==> config.mk <==
export PLATFORM = sky130hd
export DESIGN_NAME = spsm_ram
export DESIGN_NICKNAME = d
export VERILOG_FILES = /design/src/rtl/core/spsm_ram.sv
export SDC_FILE = /design/constraint.sdc
export NUM_CORES = 1
export LEC_CHECK = 0
export ABC_AREA = 1
export BUFFER_PORTS_ARGS = -buffer_cell sky130_fd_sc_hd__buf_4
export CORE_UTILIZATION = 30
export CTS_CLUSTER_DIAMETER = 50
export DETAILED_ROUTE_END_ITERATION = 10
export HOLD_SLACK_MARGIN = 0.05
export SLEW_MARGIN = 30
export SYNTH_ARGS = -nofsm -noshare
export SYNTH_HDL_FRONTEND = slang
export SYNTH_SLANG_ARGS = --single-unit
==> constraint.sdc <==
create_clock -name aclk -period 1.7 [get_ports aclk]
set_clock_uncertainty 0.05 [all_clocks]
set_input_delay 0.17 -clock aclk [delete_from_list [all_inputs] [get_ports aclk]]
set_output_delay 0.17 -clock aclk [all_outputs]
set_load 0.005 [all_outputs]
==> src/rtl/core/spsm_ram.sv <==
// ----------------------------------------------------------------------------
// spsm_ram
// Simple dual-port RAM: one write port, one read port with registered data.
// ----------------------------------------------------------------------------
module spsm_ram #(
    parameter int WIDTH = 8,
    parameter int DEPTH = 16
) (
    input  logic                     aclk,
    input  logic                     wr_en,
    input  logic [$clog2(DEPTH)-1:0] wr_addr,
    input  logic [WIDTH-1:0]         wr_data,
    input  logic                     rd_en,
    input  logic [$clog2(DEPTH)-1:0] rd_addr,
    output logic [WIDTH-1:0]         rd_data
);

    logic [WIDTH-1:0] mem [DEPTH];

    always_ff @(posedge aclk) begin
        if (wr_en) begin
            mem[wr_addr] <= wr_data;
        end
        if (rd_en) begin
            rd_data <= mem[rd_addr];
        end
    end

endmodule

Yosys cells after proc, flatten, opt, wreduce, memory -nomap -nowiden. Memory sizes are Yosys's and may differ from the RTL's. A register that Yosys moved wholly into a read port is not among the register bits. Index checks and enable logic that the tools add are counted. W data, S select, Z words.

Register bits: 0. Bits in writable memories: 128. Bits of input ports: 19. Memories: 1.

Multiplexer cells: 2.

Memory list: mem (depth 16, bits a word 8, rd ports 1, clocked after Yosys merged registers in 1, write ports 1, RTL line 18) `logic [WIDTH-1:0] mem [DEPTH];`.

Operators by type and width (count): $mux W1 (2).

Logic depth before layout (Yosys ltp). Gate-level depths: netlist (run 1).

Depth in word-level cells: 2. Depth in mapped cells: 8.

Least setup slack after synthesis (run 1). Ideal clock, no wire load.

Path kind: input to register. Start: input wr_addr[2]. End: memory mem[10][0], enable pin. Arrival time: 0.751 ns. Required time: 1.280 ns. Path slack: 0.529 ns. Stages on the path: 2. Buffers on the path: 0. Cells stage by stage: nand3b_1 > nor2_1.

RTL lines: from (decl) (RTL line 11) `input logic [$clog2(DEPTH)-1:0] wr_addr,`; to (decl) (RTL line 18).

Straight into the memory's write port.

Worst setup path after layout (run 1).
Start: register rd_data[5] (read register of mem). End: output rd_data[5].

RTL lines: from (decl) (RTL line 15) `output logic [WIDTH-1:0] rd_data`.

No word-level cell between the ends.

==> results of run 1 <==
==> sequential cells by signal, summed over array words and instances (netlist names) <==
signal / count
rd_data: 8
mem: 128
==> power by group through the flow <==
| stage | Sequential [W] | Combinational (W) | Clock, W |
|---|---|---|---|
| after floorplan | 0.00387 | 0.000265 | 0 |
| after global placement | 0.00387 | 0.000485 | 0 |
| after detailed placement | 0.00387 | 0.000491 | 0 |
| after CTS | 0.00380 | 0.000503 | 0.00362 |
| after global routing | 0.00381 | 0.000554 | 0.00376 |
| final | 0.00380 | 0.000496 | 0.00357 |
==> cell type report <==
class | count | area, um^2 | share of cell area
timing repair buffer | 56 | 485 | 0.0688
sequential | 136 | 4080 | 0.578
inverter | 102 | 383 | 0.0542
clock buffer | 20 | 437 | 0.0618
clock inverter | 12 | 133 | 0.0188
tap | 260 | 325 | 0.0461
multi-input combinational | 289 | 1210 | 0.172
==> cells in the final DEF (no fill, tap or decap) <==
cell type and n:
buf_12 4, buf_4 46, bufinv_16 3, clkbuf_1 3
clkbuf_16 17, clkinv_1 4, clkinv_2 4, clkinvlp_4 1
dlygate4sd3_1 6, edfxtp_1 136, inv_1 100, inv_2 2
nand2_1 173, nand3_1 97, nand3b_1 2, nor2_1 17
==> routing by layer <==
| layer | track usage | routed length [um] | vias up |
|---|---|---|---|
| li1 | - | - | 1886 |
| met1 | 0.195 | 6260 | 1809 |
| met2 | 0.220 | 6030 | 124 |
| met3 | 0.0358 | 754 | 19 |
| met4 | 0.0628 | 238 | 0 |
| met5 | 0 | 0 | - |
==> kinds of logic (layout without fill, tap and decap cells) <==
| kind of cell | after synthesis | after routing | share of synthesized area |
|---|---|---|---|
| buf+inv | 126 | 190 | 0.0939 |
| flops | 136 | 136 | 0.698 |
| simple gates | 289 | 289 | 0.208 |
==> stage by stage <==
| stage | power, W | instances | util | worst slack (ns) | cell area (um^2) |
|---|---|---|---|---|---|
| 4_1_cts | 0.00793 | 875 | 0.374 | 0.445 | 7060 |
| 6_report | 0.00787 | 875 | 0.374 | 0.469 | 7060 |
| 3_5_place_dp | 0.00436 | 837 | 0.340 | 0.312 | 6430 |
| 3_3_place_gp | 0.00436 | 837 | 0.340 | 0.339 | 6430 |
| 2_1_floorplan | 0.00413 | 551 | - | 0.529 | 5850 |
| 5_1_grt | 0.00812 | 875 | 0.374 | 0.420 | 7060 |
==> path summary, 6_finish.rpt <==
| path | startpoint | cells after the start | endpoint |
|---|---|---|---|
| setup / recovery | rd_data[5] | 1 | rd_data[5] |
| hold / removal | wr_data[4] | 1 | mem[1][4] |
| setup reg to reg | mem[1][4] | 6 | rd_data[4] |
| hold reg to reg | mem[2][3] | 6 | rd_data[3] |
==> results.toml, run 1 <==
[status]
status = "completed"

[setup_path]
cp_num_buf_inv = 1
cp_slowest_cell = "edfxtp_1"
cp_top_family = "flip-flops"
rrSetupSlack_ns = 0.50
crit_type = "flip-flop to primary output"
startpoint_type = "flip-flop"
critical-path-max-stage-delay_ns = 0.43
cp_data_arrival_time_ns = 1.01
critPathRequiredTime_ns = 1.48
cp-end-kind = "primary output"
crit_chain = "buf_4"
cp_max_fo = 1

[placement]
gp_congestion = 0.742
io_buffers = 26
dpl.hpwl_um = 8390

[finish]
n_fill_cell = 1903
area_growth_pct = 20.8
drive_above_1_share = 0.125
fin_nets = 621
antenna_cells = 0

[synthesis]
syn-num-nets = 570
synthTopCellsByArea = "edfxtp_1 70%, nand2_1 11%, nand3_1 8.3%"
synth_top_cell_area_share = 0.698
synth_top_area_cell = "edfxtp_1"
yosysSeqAreaShare = 0.698
synthTopCellsByCount = "173 x nand2_1, 136 x edfxtp_1, 100 x inv_1"
synth_area_mm2 = 0.00585
syn-instance-count = 551
synth_edf_count = 136
yosysMostFrequentCell = "nand2_1"
yosysWarnings = 0
yosysUniqueCellTypes = 11
avgSynthCellArea_um2 = 10.6
async_reset_ff_frac = 0
synth_flop_cell = "edfxtp_1"
ys_seq_elements = 136

[floorplanning]
ioPinCount = 27
die_area_mm2 = 0.0201
start_util = 0.309
die_w_um = 142
rows = 50
coreArea_mm2 = 0.0189
die_h_um = 142

[detailed_routing]
drtAntennaViolNets = 0
drtIter0Drc = 351
drc = 0
drt_pass1_iterations = 5
post_drt_via_cell_ratio = 4.39
wirelength_um = 13300
wl_per_cell_um = 15.2
dr_total_vias = 3838

[clock_network]
cts_tree = "done"
clk_path_buf_depth = 2
clockRootBuffer = "clkbuf_16"
cts_setup_buffers = 0
clock-sinks = 136
clock_latency_ns = 0.42
path_clk_slew_ns = 0.05
ctsResizeCount = 0
ctsHoldBuffers = 6
htreeDepth = 4
cts-buffers-inserted = 17

[power_and_ir_drop]
p_sw_w = 0.00164
p_clk_frac = 0.454
sw_frac_of_total = 0.209
ir_worst_vdd_uv = 813
power.density_mw_per_mm2 = 1110
leakagePower_nw = 3.00
p_seq_frac = 0.483
combPwrFrac = 0.063
intPower_w = 0.00622

[timing]
rsz0062_at_grt = "false"
slew_violations = 0
worstMarginPinSlew_ns = 0.329
timing.final.crit_share = 0.724
hold_viol = 0
fmax_mhz = 812
fin_crit_ns = 1.23
setup_viol = 0
tns_ns = 0
timing.slew.headroom = 0.781
whs_ns = 0.0640

[global_routing]
grt_usage = 0.144
grt_overflow = 0
grt_pass1_wl_um = 20900
grt_pass1_vias = 3648
grt_max_degree = 53
antenna_found_initial = 0

[job]
maxCapViolCount = 0

[worst_hold_path]
hold_path.class = "primary input to flip-flop"
Power figures use the tool's default switching activity.
==> inputs of run 2 (changes only) <==
- ABC_AREA: 1 -> 0
- clock period: 1.7 -> 0.99 ns (I/O delays scaled with it)
==> run 2 against run 1 <==
  * Core utilization grew 4.7 points
  * Total power up 75%
  * Sequential power is 72% higher
  * Largest cell class unchanged
  * The flow now finishes with violations (negative setup slack)
  * Highest routed layer unchanged
  * Area after synthesis down 11%
  * Via count decreased by 35%
==> results.toml, run 2 <==
[finish]
final_cell_area_mm2 = 0.00707
n_fill_cell = 1480
final_cell_mix = "136 x edfxtp_1, 36 x buf_4, 32 x mux4_2"
utilization = 0.420
antenna_cells = 0
final_common_cell = "edfxtp_1"
register_area_mm2 = 0.00408
largest_reg_flops = 128
largest-register = "mem"
area_growth_pct = 35.2
multi_input_area_mm2 = 0.00120
fin_nets = 331
drive_above_1_share = 0.477
top_regs = "mem: 128 flops, rd_data: 8 flops"

[timing]
tns_ns = -4.27
worstMarginPinSlew_ns = 0.883
slew_violations = 0
fmax_mhz = 693
rsz0062_at_grt = "true"
fin_ws_ns = -0.454
fin_crit_ns = 1.44
timing.final.crit_share = 1.46
setup_viol = 16
whs_ns = 0.222
timing.slew.headroom = 0.410
hold_viol = 0

[setup_path]
cp_top_family = "multiplexers"
cp-end-kind = "flip-flop"
rr_startpoint = "mem[3][0]"
crit_chain = "mux4_2, a22oi_2, nand2_1"
cp_num_buf_inv = 0
critical-path-max-stage-delay_ns = 0.50
critPathRequiredTime_ns = 1.10
cp_slowest_cell = "mux4_2"
cp_data_arrival_time_ns = 1.55
worstSetupStartpoint = "mem[3][0]"
startpoint_type = "flip-flop"
cp_max_fo = 1
crit_type = "flip-flop to flip-flop"

[global_routing]
grt_pass1_wl_um = 15500
grt_pass1_vias = 2680
grt_overflow = 0
antenna_found_initial = 0
grt_max_degree = 17
grt_usage = 0.122

[synthesis]
avgSynthCellArea_um2 = 22.8
async_reset_ff_frac = 0
synthTopCellsByArea = "edfxtp_1 78%, mux4_2 7.8%, mux4_1 7.0%"
synth_flop_cell = "edfxtp_1"
synth_edf_count = 136
synth_area_mm2 = 0.00523
yosysSeqAreaShare = 0.781
synth_top_area_cell = "edfxtp_1"
yosysMostFrequentCell = "edfxtp_1"
ys_seq_elements = 136
yosysUniqueCellTypes = 18
syn-num-nets = 248
yosysWarnings = 0
synth_top_cell_area_share = 0.781
synthTopCellsByCount = "136 x edfxtp_1, 18 x mux4_2, 16 x a22oi_1"
syn-instance-count = 229

[clock_network]
path_clk_slew_ns = 0.05
cts_tree = "done"
clockRootBuffer = "clkbuf_16"
clock-sinks = 136
clk_path_buf_depth = 2
htreeDepth = 4
cts-buffers-inserted = 17
clock_latency_ns = 0.41

[status]
violations = "negative setup slack"
status = "complete, but fails checks"

[floorplanning]
die_h_um = 134
die_w_um = 134
ioPinCount = 27
rows = 47
die_area_mm2 = 0.0180
coreArea_mm2 = 0.0168
start_util = 0.311

[detailed_routing]
drtIter0Drc = 238
wl_per_cell_um = 18.0
post_drt_via_cell_ratio = 4.55
drc = 0
dr_total_vias = 2481
drt_pass1_iterations = 4
drtAntennaViolNets = 0
wirelength_um = 9800

[placement]
gp_congestion = 0.716
placedInstanceArea_mm2 = 0.00630
dpl.hpwl_um = 6880
io_buffers = 26
place_ws_ns = -0.729

[job]
maxCapViolCount = 0

[power_and_ir_drop]
ir_worst_vdd_uv = 1520
power.density_mw_per_mm2 = 1950
leakagePower_nw = 2.31

[worst_hold_path]
hold_path.class = "primary input to flip-flop"
min_from = "wr_addr[3]"
## run 2: repair_timing
action                     4_1_cts  5_1_grt
setup endpoints to repair       16       18
pin swaps                        2        5
hold buffers                     9        0
gates resized for setup         11        5
setup buffers                    0        0
hold endpoints to repair       136        0
## run 2: routing by layer
| metal | up-vias | GRT usage | share of wire |
|---|---|---|---|
| li1 | 1131 | - | - |
| met1 | 1257 | 0.163 | 0.44 |
| met2 | 76 | 0.186 | 0.48 |
| met3 | 17 | 0.0329 | 0.052 |
| met4 | 0 | 0.0600 | 0.024 |
| met5 | - | 0 | 0 |
## run 2: kinds of logic after synthesis
group | count (synthesis) | share of synthesized area
AO/OA/AOI/OAI | 16 | 0.0230
buffers and inverters | 10 | 0.0165
flip-flops | 136 | 0.781
multiplexers | 32 | 0.148
AND/OR/NAND/NOR | 35 | 0.0314
## run 2: final cells by class
cell class,count,area share
clock buffers,18,0.0607
clock inverters,14,0.0257
multi-input cells,83,0.170
flip-flops and latches,136,0.578
well taps,220,0.0389
repair buffers,74,0.127
## run 2: path summary, 6_finish.rpt
check / cells past startpoint / to / slack (ns)
worst min register to register: 3 / rd_data[7] / 0.70
worst min-delay path: 4 / mem[0][4] / 0.22
worst max register to register: 3 / rd_data[0] / -0.45
worst max-delay path: 3 / rd_data[0] / -0.45
## run 2: power breakdown
group | internal [W] | leakage (nW) | switching (W)
Clock | 0.00418 | 0.288 | 0.00223
Combinational | 0.000456 | 0.782 | 0.000411
Sequential | 0.00649 | 1.24 | 0.0000414
## run 2: stage by stage
step,power (W),std cells
floorplan,0.00703,229
global placement,0.00746,504
detailed placement,0.00747,504
CTS,0.0139,545
global route,0.0142,545
finish,0.0138,545
## run 2: tightest hold or removal path, delay by kind of cell
family | cells | cell delay, ns
AND/OR/NAND/NOR | 2 | 0.19
buffers and inverters | 2 | 0.22
